<file path="src/chacha20_stream_cipher_unit_macros.svh">
// assertion helpers for the stream cipher unit
`ifndef CHACHA20_STREAM_CIPHER_UNIT_MACROS_SVH
`define CHACHA20_STREAM_CIPHER_UNIT_MACROS_SVH
`ifndef SYNTH
// plain property, checked at every edge out of reset
`define CC20_ASSERT(label, clk, rst_n, prop, msg) \
	label: assert property (@(posedge clk) disable iff (!rst_n) (prop)) else $error(msg);
// same-cycle implication
`define CC20_ASSERT_SAME(label, clk, rst_n, ante, cons, msg) \
	label: assert property (@(posedge clk) disable iff (!rst_n) (ante) |-> (cons)) \
		else $error(msg);
// next-cycle implication
`define CC20_ASSERT_NEXT(label, clk, rst_n, ante, cons, msg) \
	label: assert property (@(posedge clk) disable iff (!rst_n) (ante) |=> (cons)) \
		else $error(msg);
`else
`define CC20_ASSERT(label, clk, rst_n, prop, msg)
`define CC20_ASSERT_SAME(label, clk, rst_n, ante, cons, msg)
`define CC20_ASSERT_NEXT(label, clk, rst_n, ante, cons, msg)
`endif
`endif

</file>
<file path="src/cc20_pkg.sv">
`default_nettype none
package cc20_pkg;

	typedef logic [31:0] word_t;
	typedef logic [15:0][31:0] block_t;
	typedef logic [3:0][31:0] quad_t;
	typedef logic [3:0] step_t;

	localparam word_t SIGMA0 = 32'h6170_7865;
	localparam word_t SIGMA1 = 32'h3320_646e;
	localparam word_t SIGMA2 = 32'h7962_2d32;
	localparam word_t SIGMA3 = 32'h6b20_6574;

	localparam int BLOCK_BYTES = 64;
	localparam int POS_W = $clog2(BLOCK_BYTES);
	localparam int DOUBLE_ROUNDS = 10;
	localparam logic [3:0] LAST_ROUND = 4'(DOUBLE_ROUNDS - 1);
	localparam logic [3:0] LAST_WORD = 4'd15;

	// register map, one 64-bit slot per register
	typedef enum logic [2:0] {
		REG_KEY0,
		REG_KEY1,
		REG_KEY2,
		REG_KEY3,
		REG_NONCE_LO,
		REG_NONCE_HI,
		REG_START
	} reg_idx_t;

	// microcode
	typedef enum logic [2:0] {
		OP_NOP,
		OP_TAKE,
		OP_LOAD,
		OP_HALF_A,
		OP_HALF_B,
		OP_FEED,
		OP_READ,
		OP_EMIT
	} op_t;

	typedef enum logic [2:0] {
		C_NEXT,
		C_ALWAYS,
		C_BLOCK_OK,
		C_ROUNDS_LEFT,
		C_FEED_LEFT
	} cond_t;

	typedef struct packed {
		op_t   op;
		logic  diag;
		cond_t cond;
		step_t target;
	} ucode_t;

	localparam step_t STEP_TAKE   = 4'd0;
	localparam step_t STEP_LOAD   = 4'd1;
	localparam step_t STEP_COL_A  = 4'd2;
	localparam step_t STEP_COL_B  = 4'd3;
	localparam step_t STEP_DIAG_A = 4'd4;
	localparam step_t STEP_DIAG_B = 4'd5;
	localparam step_t STEP_FEED   = 4'd6;
	localparam step_t STEP_READ   = 4'd7;
	localparam step_t STEP_EMIT   = 4'd8;

	// control between sequencer and round datapath
	typedef struct packed {
		logic load;
		logic rnd;
		logic second;
		logic diag;
		logic feed;
	} core_ctl_t;

	typedef struct packed {
		logic       en;
		logic [3:0] addr;
		word_t      data;
	} ks_wr_t;

	function automatic ucode_t ucode_rom(step_t pc);
		ucode_t cw;
		unique case (pc)
			STEP_TAKE:   cw = '{OP_TAKE,   1'b0, C_BLOCK_OK,    STEP_EMIT};
			STEP_LOAD:   cw = '{OP_LOAD,   1'b0, C_NEXT,        STEP_TAKE};
			STEP_COL_A:  cw = '{OP_HALF_A, 1'b0, C_NEXT,        STEP_TAKE};
			STEP_COL_B:  cw = '{OP_HALF_B, 1'b0, C_NEXT,        STEP_TAKE};
			STEP_DIAG_A: cw = '{OP_HALF_A, 1'b1, C_NEXT,        STEP_TAKE};
			STEP_DIAG_B: cw = '{OP_HALF_B, 1'b1, C_ROUNDS_LEFT, STEP_COL_A};
			STEP_FEED:   cw = '{OP_FEED,   1'b0, C_FEED_LEFT,   STEP_FEED};
			STEP_READ:   cw = '{OP_READ,   1'b0, C_NEXT,        STEP_TAKE};
			STEP_EMIT:   cw = '{OP_EMIT,   1'b0, C_ALWAYS,      STEP_TAKE};
			default:     cw = '{OP_NOP,    1'b0, C_ALWAYS,      STEP_TAKE};
		endcase
		return cw;
	endfunction

	function automatic word_t rotl(word_t v, int unsigned s);
		return (v << s) | (v >> (32 - s));
	endfunction

	// half a quarter round; q[0]..q[3] = a, b, c, d
	function automatic quad_t half_qr(quad_t q, logic second);
		word_t a;
		word_t b;
		word_t c;
		word_t d;
		a = q[0];
		b = q[1];
		c = q[2];
		d = q[3];
		a = a + b;
		d = d ^ a;
		d = second ? rotl(d, 8) : rotl(d, 16);
		c = c + d;
		b = b ^ c;
		b = second ? rotl(b, 7) : rotl(b, 12);
		return {d, c, b, a};
	endfunction

endpackage
`default_nettype wire

</file>
<file path="src/cc20_if.sv">
`default_nettype none
interface cc20_req_if;
	logic       valid;
	logic       ready;
	logic [7:0] data_byte;
	logic       first_of_message;

	modport source(output valid, output data_byte, output first_of_message, input ready);
	modport sink(input valid, input data_byte, input first_of_message, output ready);
endinterface

interface cc20_rsp_if;
	logic       valid;
	logic       ready;
	logic [7:0] out_byte;

	modport source(output valid, output out_byte, input ready);
	modport sink(input valid, input out_byte, output ready);
endinterface
`default_nettype wire

</file>
<file path="src/cc20_core.sv">
`default_nettype none
module cc20_core import cc20_pkg::*; (
	input  logic      clk,
	input  logic      arst_n,
	input  core_ctl_t ctl,
	input  block_t    init,
	output ks_wr_t    wr
);

	block_t     words_q;
	block_t     words_nxt;
	logic [3:0] feed_idx_q;

	// four lanes, column or diagonal grouping
	always_comb begin
		logic [1:0] jj;
		logic [1:0] s1;
		logic [1:0] s2;
		logic [1:0] s3;
		logic [3:0] ia;
		logic [3:0] ib;
		logic [3:0] ic;
		logic [3:0] id;
		quad_t      lane_in;
		quad_t      lane_out;
		words_nxt = words_q;
		s1 = {1'b0, ctl.diag};
		s2 = {ctl.diag, 1'b0};
		s3 = {ctl.diag, ctl.diag};
		for (int j = 0; j < 4; j++) begin
			jj = 2'(j);
			ia = {2'b00, jj};
			ib = {2'b01, 2'(jj + s1)};
			ic = {2'b10, 2'(jj + s2)};
			id = {2'b11, 2'(jj + s3)};
			lane_in = {words_q[id], words_q[ic], words_q[ib], words_q[ia]};
			lane_out = half_qr(lane_in, ctl.second);
			words_nxt[ia] = lane_out[0];
			words_nxt[ib] = lane_out[1];
			words_nxt[ic] = lane_out[2];
			words_nxt[id] = lane_out[3];
		end
	end

	always_ff @(posedge clk) begin
		if (ctl.load) begin
			words_q <= init;
		end else if (ctl.rnd) begin
			words_q <= words_nxt;
		end
	end

	always_ff @(posedge clk or negedge arst_n) begin
		if (!arst_n) begin
			feed_idx_q <= '0;
		end else if (ctl.load) begin
			feed_idx_q <= '0;
		end else if (ctl.feed) begin
			feed_idx_q <= feed_idx_q + 4'd1;
		end
	end

	// feed-forward, one word per step
	assign wr.en   = ctl.feed;
	assign wr.addr = feed_idx_q;
	assign wr.data = words_q[feed_idx_q] + init[feed_idx_q];

endmodule
`default_nettype wire

</file>
<file path="src/chacha20_stream_cipher_unit.sv">
// ChaCha20 (RFC 8439, 96-bit nonce, 32-bit block counter) byte stream unit. Each request
// carries one byte and a first-of-message flag; each response is that byte XOR the next
// keystream byte, so the same unit encrypts and decrypts. Key, nonce and start counter are
// written over the APB port (64-bit slots at byte addresses 0x00..0x30: key words 0..3,
// nonce low, nonce high, start counter); the user must do this only while no request is
// in flight, the block does not enforce it. A flagged byte restarts at the start counter
// and keystream byte 0, and the counter steps by one per 64 bytes, wrapping at 2^32.
// Control is a nine-step microprogram: a byte inside a held block is a take step, then an
// output step. A byte that needs a new block runs a take, one load, 40 half-quarter-round
// steps of a four-lane round unit (20 rounds), 16 feed-forward writes through the single
// write port of the 16-word keystream RAM, one RAM read and the output step, one byte at
// a time. A full response register holds the output step until it is taken.
`default_nettype none
`include "chacha20_stream_cipher_unit_macros.svh"
module chacha20_stream_cipher_unit import cc20_pkg::*; (
	input  logic        clk,
	input  logic        arst_n,
	input  logic        psel,
	input  logic        penable,
	input  logic        pwrite,
	input  logic [5:0]  paddr,
	input  logic [63:0] pwdata,
	output logic [63:0] prdata,
	output logic        pready,
	cc20_req_if.sink    req,
	cc20_rsp_if.source  rsp
);

	// configuration registers
	logic [63:0] key0_q;
	logic [63:0] key1_q;
	logic [63:0] key2_q;
	logic [63:0] key3_q;
	logic [63:0] nonce_lo_q;
	logic [31:0] nonce_hi_q;
	logic [31:0] start_q;

	// sequencer
	step_t      pc_q;
	step_t      pc_d;
	ucode_t     cw;
	logic       stall;
	logic       cond_true;
	logic       take_fire;
	logic       emit_fire;
	logic       blk_ok;

	// stream state
	logic [POS_W-1:0] pos_q;
	logic [31:0]      blk_cnt_q;
	logic             blk_ready_q;
	logic [3:0]       rnd_q;
	logic [7:0]       data_q;

	// keystream ram, one 32-bit word per four bytes
	word_t      ks_mem [16];
	word_t      ks_rd_q;
	logic       rd_en;
	logic [3:0] rd_addr;

	logic [7:0] rsp_data_q;
	logic       rsp_valid_q;

	block_t    init_words;
	core_ctl_t core_ctl;
	ks_wr_t    ks_wr;

	// apb register file, writes complete in the access phase
	logic     cfg_wr;
	reg_idx_t cfg_idx;

	assign pready  = 1'b1;
	assign cfg_wr  = psel && penable && pwrite && pready;
	assign cfg_idx = reg_idx_t'(paddr[5:3]);

	always_ff @(posedge clk or negedge arst_n) begin
		if (!arst_n) begin
			key0_q     <= '0;
			key1_q     <= '0;
			key2_q     <= '0;
			key3_q     <= '0;
			nonce_lo_q <= '0;
			nonce_hi_q <= '0;
			start_q    <= '0;
		end else if (cfg_wr) begin
			unique case (cfg_idx)
				REG_KEY0:     key0_q     <= pwdata;
				REG_KEY1:     key1_q     <= pwdata;
				REG_KEY2:     key2_q     <= pwdata;
				REG_KEY3:     key3_q     <= pwdata;
				REG_NONCE_LO: nonce_lo_q <= pwdata;
				REG_NONCE_HI: nonce_hi_q <= pwdata[31:0];
				REG_START:    start_q    <= pwdata[31:0];
				default: ;    // unmapped slot, write dropped
			endcase
		end
	end

	always_comb begin
		unique case (cfg_idx)
			REG_KEY0:     prdata = key0_q;
			REG_KEY1:     prdata = key1_q;
			REG_KEY2:     prdata = key2_q;
			REG_KEY3:     prdata = key3_q;
			REG_NONCE_LO: prdata = nonce_lo_q;
			REG_NONCE_HI: prdata = {32'd0, nonce_hi_q};
			REG_START:    prdata = {32'd0, start_q};
			default:      prdata = '0;
		endcase
	end

	// initial block state: constants, key, counter, nonce
	always_comb begin
		init_words[0]  = SIGMA0;
		init_words[1]  = SIGMA1;
		init_words[2]  = SIGMA2;
		init_words[3]  = SIGMA3;
		init_words[4]  = key0_q[31:0];
		init_words[5]  = key0_q[63:32];
		init_words[6]  = key1_q[31:0];
		init_words[7]  = key1_q[63:32];
		init_words[8]  = key2_q[31:0];
		init_words[9]  = key2_q[63:32];
		init_words[10] = key3_q[31:0];
		init_words[11] = key3_q[63:32];
		init_words[12] = blk_cnt_q;
		init_words[13] = nonce_lo_q[31:0];
		init_words[14] = nonce_lo_q[63:32];
		init_words[15] = nonce_hi_q;
	end

	// microprogram fetch and step control
	assign cw        = ucode_rom(pc_q);
	assign req.ready = (cw.op == OP_TAKE);
	assign take_fire = req.valid && req.ready;
	// a flagged byte always needs a fresh block
	assign blk_ok    = blk_ready_q && !req.first_of_message;

	always_comb begin
		stall = 1'b0;
		if (cw.op == OP_TAKE) begin
			stall = !req.valid;
		end else if (cw.op == OP_EMIT) begin
			stall = rsp_valid_q && !rsp.ready;
		end
	end

	assign emit_fire = (cw.op == OP_EMIT) && !stall;

	always_comb begin
		unique case (cw.cond)
			C_NEXT:        cond_true = 1'b0;
			C_ALWAYS:      cond_true = 1'b1;
			C_BLOCK_OK:    cond_true = blk_ok;
			C_ROUNDS_LEFT: cond_true = (rnd_q != LAST_ROUND);
			C_FEED_LEFT:   cond_true = (ks_wr.addr != LAST_WORD);
			default:       cond_true = 1'b0;
		endcase
	end

	always_comb begin
		priority if (stall) begin
			pc_d = pc_q;
		end else if (cond_true) begin
			pc_d = cw.target;
		end else begin
			pc_d = pc_q + 4'd1;
		end
	end

	always_ff @(posedge clk or negedge arst_n) begin
		if (!arst_n) begin
			pc_q <= STEP_TAKE;
		end else begin
			pc_q <= pc_d;
		end
	end

	// round datapath
	assign core_ctl.load   = (cw.op == OP_LOAD);
	assign core_ctl.rnd    = (cw.op == OP_HALF_A) || (cw.op == OP_HALF_B);
	assign core_ctl.second = (cw.op == OP_HALF_B);
	assign core_ctl.diag   = cw.diag;
	assign core_ctl.feed   = (cw.op == OP_FEED);

	cc20_core u_core (
		.clk    (clk),
		.arst_n (arst_n),
		.ctl    (core_ctl),
		.init   (init_words),
		.wr     (ks_wr)
	);

	// double-round count, closes after the diagonal second half
	always_ff @(posedge clk or negedge arst_n) begin
		if (!arst_n) begin
			rnd_q <= '0;
		end else if (cw.op == OP_LOAD) begin
			rnd_q <= '0;
		end else if (cw.op == OP_HALF_B && cw.diag) begin
			rnd_q <= (rnd_q == LAST_ROUND) ? 4'd0 : rnd_q + 4'd1;
		end
	end

	// stream position, block counter and block-held flag
	always_ff @(posedge clk or negedge arst_n) begin
		if (!arst_n) begin
			pos_q       <= '0;
			blk_cnt_q   <= '0;
			blk_ready_q <= 1'b0;
		end else begin
			priority if (take_fire) begin
				if (req.first_of_message) begin
					pos_q       <= '0;
					blk_cnt_q   <= start_q;
					blk_ready_q <= 1'b0;
				end
			end else if (ks_wr.en && ks_wr.addr == LAST_WORD) begin
				blk_cnt_q   <= blk_cnt_q + 32'd1;
				blk_ready_q <= 1'b1;
			end else if (emit_fire) begin
				pos_q <= pos_q + POS_W'(1);
				if (pos_q == POS_W'(BLOCK_BYTES - 1)) begin
					blk_ready_q <= 1'b0;
				end
			end
		end
	end

	always_ff @(posedge clk) begin
		if (take_fire) begin
			data_q <= req.data_byte;
		end
	end

	// keystream ram: written during feed-forward, read on take or after a new block
	assign rd_en   = take_fire || (cw.op == OP_READ);
	assign rd_addr = (take_fire && req.first_of_message) ? 4'd0 : pos_q[POS_W-1:2];

	always_ff @(posedge clk) begin
		if (ks_wr.en) begin
			ks_mem[ks_wr.addr] <= ks_wr.data;
		end
	end

	always_ff @(posedge clk) begin
		if (rd_en) begin
			ks_rd_q <= ks_mem[rd_addr];
		end
	end

	// response register, little-endian byte pick from the word
	always_ff @(posedge clk) begin
		if (emit_fire) begin
			rsp_data_q <= data_q ^ 8'(ks_rd_q >> {pos_q[1:0], 3'b000});
		end
	end

	always_ff @(posedge clk or negedge arst_n) begin
		if (!arst_n) begin
			rsp_valid_q <= 1'b0;
		end else if (emit_fire) begin
			rsp_valid_q <= 1'b1;
		end else if (rsp.ready) begin
			rsp_valid_q <= 1'b0;
		end
	end

	assign rsp.valid    = rsp_valid_q;
	assign rsp.out_byte = rsp_data_q;

	`CC20_ASSERT(a_rnd_range, clk, arst_n, rnd_q <= LAST_ROUND, "double-round count overran")
	`CC20_ASSERT_SAME(a_emit_free, clk, arst_n, emit_fire, !rsp_valid_q || rsp.ready, "response overwritten")
	`CC20_ASSERT_SAME(a_cnt_step, clk, arst_n, $rose(blk_ready_q), blk_cnt_q == $past(blk_cnt_q) + 32'd1, "counter not stepped with new block")
	`CC20_ASSERT_NEXT(a_held_path, clk, arst_n, take_fire && blk_ok, pc_q == STEP_EMIT, "held block byte did not go to output")

endmodule
`default_nettype wire

</file>
<file path="src/flat_wrapper.sv">
// flat-port wrapper written by rule: the top's interface ports become plain ports
module chacha20_stream_cipher_unit_flat import cc20_pkg::*;
  (clk, arst_n, psel, penable, pwrite, paddr, pwdata, prdata, pready, req_valid, req_data_byte, req_first_of_message, req_ready, rsp_valid, rsp_out_byte, rsp_ready);
  cc20_req_if req_i ();
  cc20_rsp_if rsp_i ();
  input  logic clk;
  input  logic arst_n;
  input  logic psel;
  input  logic penable;
  input  logic pwrite;
  input  logic [5:0] paddr;
  input  logic [63:0] pwdata;
  output logic [63:0] prdata;
  output logic pready;
  input wire logic [$bits(req_i.valid)-1:0] req_valid;
  input wire logic [$bits(req_i.data_byte)-1:0] req_data_byte;
  input wire logic [$bits(req_i.first_of_message)-1:0] req_first_of_message;
  output wire logic [$bits(req_i.ready)-1:0] req_ready;
  output wire logic [$bits(rsp_i.valid)-1:0] rsp_valid;
  output wire logic [$bits(rsp_i.out_byte)-1:0] rsp_out_byte;
  input wire logic [$bits(rsp_i.ready)-1:0] rsp_ready;
  assign req_i.valid = req_valid;
  assign req_i.data_byte = req_data_byte;
  assign req_i.first_of_message = req_first_of_message;
  assign req_ready = req_i.ready;
  assign rsp_valid = rsp_i.valid;
  assign rsp_out_byte = rsp_i.out_byte;
  assign rsp_i.ready = rsp_ready;
  chacha20_stream_cipher_unit u_core (.clk(clk), .arst_n(arst_n), .psel(psel), .penable(penable), .pwrite(pwrite), .paddr(paddr), .pwdata(pwdata), .prdata(prdata), .pready(pready), .req(req_i), .rsp(rsp_i));
endmodule
</file>
<file path="config.mk">
export PLATFORM = sky130hd
export DESIGN_NAME = chacha20_stream_cipher_unit_flat
export DESIGN_NICKNAME = d
export VERILOG_FILES = /design/src/cc20_pkg.sv /design/src/cc20_if.sv /design/src/cc20_core.sv /design/src/chacha20_stream_cipher_unit.sv /design/src/flat_wrapper.sv
export VERILOG_INCLUDE_DIRS = /design/src /design/src/src
export SDC_FILE = /design/constraint.sdc
export NUM_CORES = 2
export LEC_CHECK = 0
export BUFFER_PORTS_ARGS = -buffer_cell sky130_fd_sc_hd__buf_2
export CAP_MARGIN = 20
export CORE_AREA = 5 5 640 452
export DETAILED_ROUTE_END_ITERATION = 6
export DIE_AREA = 0 0 645 457
export PLACE_DENSITY = 0.6
export SYNTH_ARGS = -nofsm -noshare
export SYNTH_HDL_FRONTEND = slang
export SYNTH_SLANG_ARGS = --single-unit
</file>
<file path="constraint.sdc">
create_clock -name clk -period 13.79 [get_ports clk]
set_input_delay 2.0685 -clock clk [delete_from_list [all_inputs] [get_ports clk]]
set_output_delay 2.0685 -clock clk [all_outputs]
set_load 0.02 [all_outputs]
</file>
==> impl_metrics.yaml <==
logic_synthesis:
  syn_area_mm2: 0.09834
  syn_nets: 9679
  yosys_warnings: 0
  syn_area_per_cell_um2: 10.59
  seq_area_frac_synth: 0.4253
  ys_seq_elements: 1508
  synth_edf_count: 944
  ys.flop_type: "edfxtp_1"
  async_reset_ff_frac: 0.2891
  netlist_instances: 9285
  synth.distinct_cells: 121
detailed_routing:
  vias: 89060
  wire_per_inst_um: 45.60
  drt_iter0_drc: 16350
  route.detailed.drc: 17
  antenna_left: 0
  detail_route.vias_per_cell: 6.607
  dr.pass1.iters: 7
  routed_wl_um: 614600
clock_network:
  clkTransAtPathRegs_ns: 0.07
  ctsHoldBuffers: 0
  cts_setup_buffers: 0
  cts_max_level: 4
  numCtsBuffers: 177
  cts_buffer_depth: 4
  post_cts_resized: 0
  numClockSinks: 1508
  tritoncts: "done"
  clk_latency_ns: 0.93
  cts_root_buf: "clkbuf_16"
cells_and_area:
  fin_cells: 13480
  nets: 9930
  drive_gt1_frac: 0.2087
  areaGrowthSynthToFinish_pct: 13.83
timing:
  rsz0062_at_grt: "no"
  setup_tns_ns: 0
  setup_violations: 0
  tightest_slew_ns: 1.393
  timing.final.crit_share: 0.9053
  fmax_mhz: 80.10
  fin_crit_ns: 12.48
  skew_ns: 0.07605
  hold_viol: 0
  maxSlewViolCount: 0
  setup_ws_ns: 1.305
  slew_headroom: 0.06451
worst_hold_path:
  hold_start: "u_core.u_core.words_q[50]"
  worstHoldEndpoint: "u_core.u_core.words_q[50]"
  hold_path_depth: 2
  hold_class: "flop to flop"
floorplanning:
  start_util: 0.3473
  rows: 164
  design.core.area_mm2: 0.2832
  ios: 161
  die_h_um: 457
  fp.dieW_um: 645
  dieArea_mm2: 0.2948
worst_setup_path:
  critPathSlowestCell: "xor2_1"
  reg2reg_to: "u_core.u_core.words_q[227]"
  crit_path_start_kind: "flop"
  r2r_slack_ns: 1.31
  worst_ep_required_time_ns: 14.47
  critPathKind: "flop to flop"
  critPathCaptureType: "flop"
  rr_worst_depth: 28
  cpPeakStageDelay_ns: 1.01
  r2r-start: "u_core.pc_q[3]"
  path_max_fanout: 34
  arrival_ns: 13.17
grt:
  grt_max_degree: 136
  track_usage: 0.4016
  grt_pass1_vias: 79060
  antenna_found_initial: 108
  grt_overflow: 0
  grt_pass1_wl_um: 789000
outcome:
  status: "complete, but fails checks"
  violations: "DRC"
placed_design:
  hpwl_um: 480800
  routabilityCongestion: 1.035
  portBuffers: 156
  place_ws_ns: 2.025
  place_inst: 13060
job:
  maxCapViolations: 0
## flip-flops by register name, summed over array words and instances, names as in the netlist, 4 cells and up
register,cells
u_core.ks_mem,512
u_core.key0_q,64
u_core.key2_q,64
u_core.key1_q,64
u_core.data_q,8
u_core.blk_cnt_q,32
u_core.pos_q,6
u_core.u_core.feed_idx_q,4
u_core.nonce_hi_q,32
u_core.key3_q,64
u_core.u_core.words_q,512
u_core.ks_rd_q,32
u_core.rsp.out_byte,8
u_core.rnd_q,4
u_core.nonce_lo_q,64
u_core.start_q,32
u_core.pc_q,4
## placed cells by master, fill, tap and decap left out, types with 367 or more instances in the layout
cell type / count
buf_4: 488
mux2_2: 458
nor2_1: 546
mux4_2: 440
o21ai_0: 587
nand2_1: 1475
dfrtp_1: 430
a21oi_1: 577
edfxtp_1: 944
mux2i_1: 367
## how the worst max path moves through the flow
| stage | from | depth (start not counted) | slack, ns | to |
|---|---|---|---|---|
| floorplan | u_core.pc_q[0] | 10 | 3.82 | u_core.u_core.words_q[20] |
| global placement | u_core.pc_q[3] | 28 | 1.98 | u_core.u_core.words_q[227] |
| detailed placement | u_core.pc_q[3] | 28 | 2.02 | u_core.u_core.words_q[227] |
| CTS | u_core.pc_q[3] | 28 | 2.03 | u_core.u_core.words_q[227] |
| global route | u_core.pc_q[3] | 30 | 1.71 | u_core.u_core.words_q[227] |
| finish | u_core.pc_q[3] | 28 | 1.31 | u_core.u_core.words_q[227] |
## logic make-up (layout without fill, tap and decap cells)
kind of cell               after synthesis  in the layout  share of synthesized area
muxes                                 1275           1275                     0.1917
and+or+nand+nor                       2665           2665                     0.1154
buffers and inverters                  846           1237                    0.03367
xor gates and xnor gates               555            555                    0.05423
other                                    1             69                 0.00003813
adders and majority gates              308            308                    0.03987
AOI/OAI and AO/OA                     2127           2127                     0.1398
DFF                                   1508           1508                     0.4253
## routing by layer
layer,track usage,part of all wire
met1,0.5558,0.41
met2,0.5079,0.37
met3,0.1847,0.15
met4,0.2238,0.067
met5,0.001947,0.0011
## worst max-delay path: cells and delay by family, from the launching register on
kind            cells  cell delay [ns]
simple gates        6             2.46
buf+inv             5             1.57
xor+xnor            4             2.56
flops               1             0.55
mux                 2             0.93
fa+ha+maj           2             0.86
compound gates      9             3.13
## synth_stat cells (52+ instances only)
cell      instances  area (um2)
dfrtp_1         436       10910
nor3_1           93       465.5
o21ai_0         607        3038
clkbuf_1        407        1528
mux4_2          440        9910
a21o_1          127       953.4
nand2_1        1485        5574
ha_1            299        3741
o211ai_1         56       420.4
o21a_1           62       465.5
buf_1           108       405.4
buf_2            74       370.4
dfxtp_1         128        2562
mux2_2          458        5157
edfxtp_1        944       28350
a21oi_1         586        2933
mux2i_1         376        3764
inv_1           244       915.9
a22o_1           93       814.5
nor2_1          570        2140
xnor2_1         313        2741
xor2_1          207        1813
nand3_1         180       900.9
a211oi_1         52       390.4
## cell type report
| cell class | count | area, um2 |
|---|---|---|
| clock inverter | 82 | 783.3 |
| inverter | 245 | 932.1 |
| timing repair buffer | 673 | 4980 |
| sequential | 1508 | 41840 |
| tap | 3735 | 4673 |
| multi-input combinational | 6931 | 53720 |
| fill | 27520 | 171200 |
| antenna | 68 | 170.2 |
| clock buffer | 237 | 4846 |
## stage by stage
step	hold WS [ns]	utilization	cell area (um2)
detailed placement	0.4690	0.3737	105800
global placement	0.4662	0.3733	105700
global route	0.4914	0.3948	111800
finish	0.4798	0.3953	111900
CTS	0.4779	0.3936	111400
floorplan	0.4480	-	98340
Power is not shown: default switching activity piles up to over one toggle a cycle in this logic, so the estimate is an artifact.
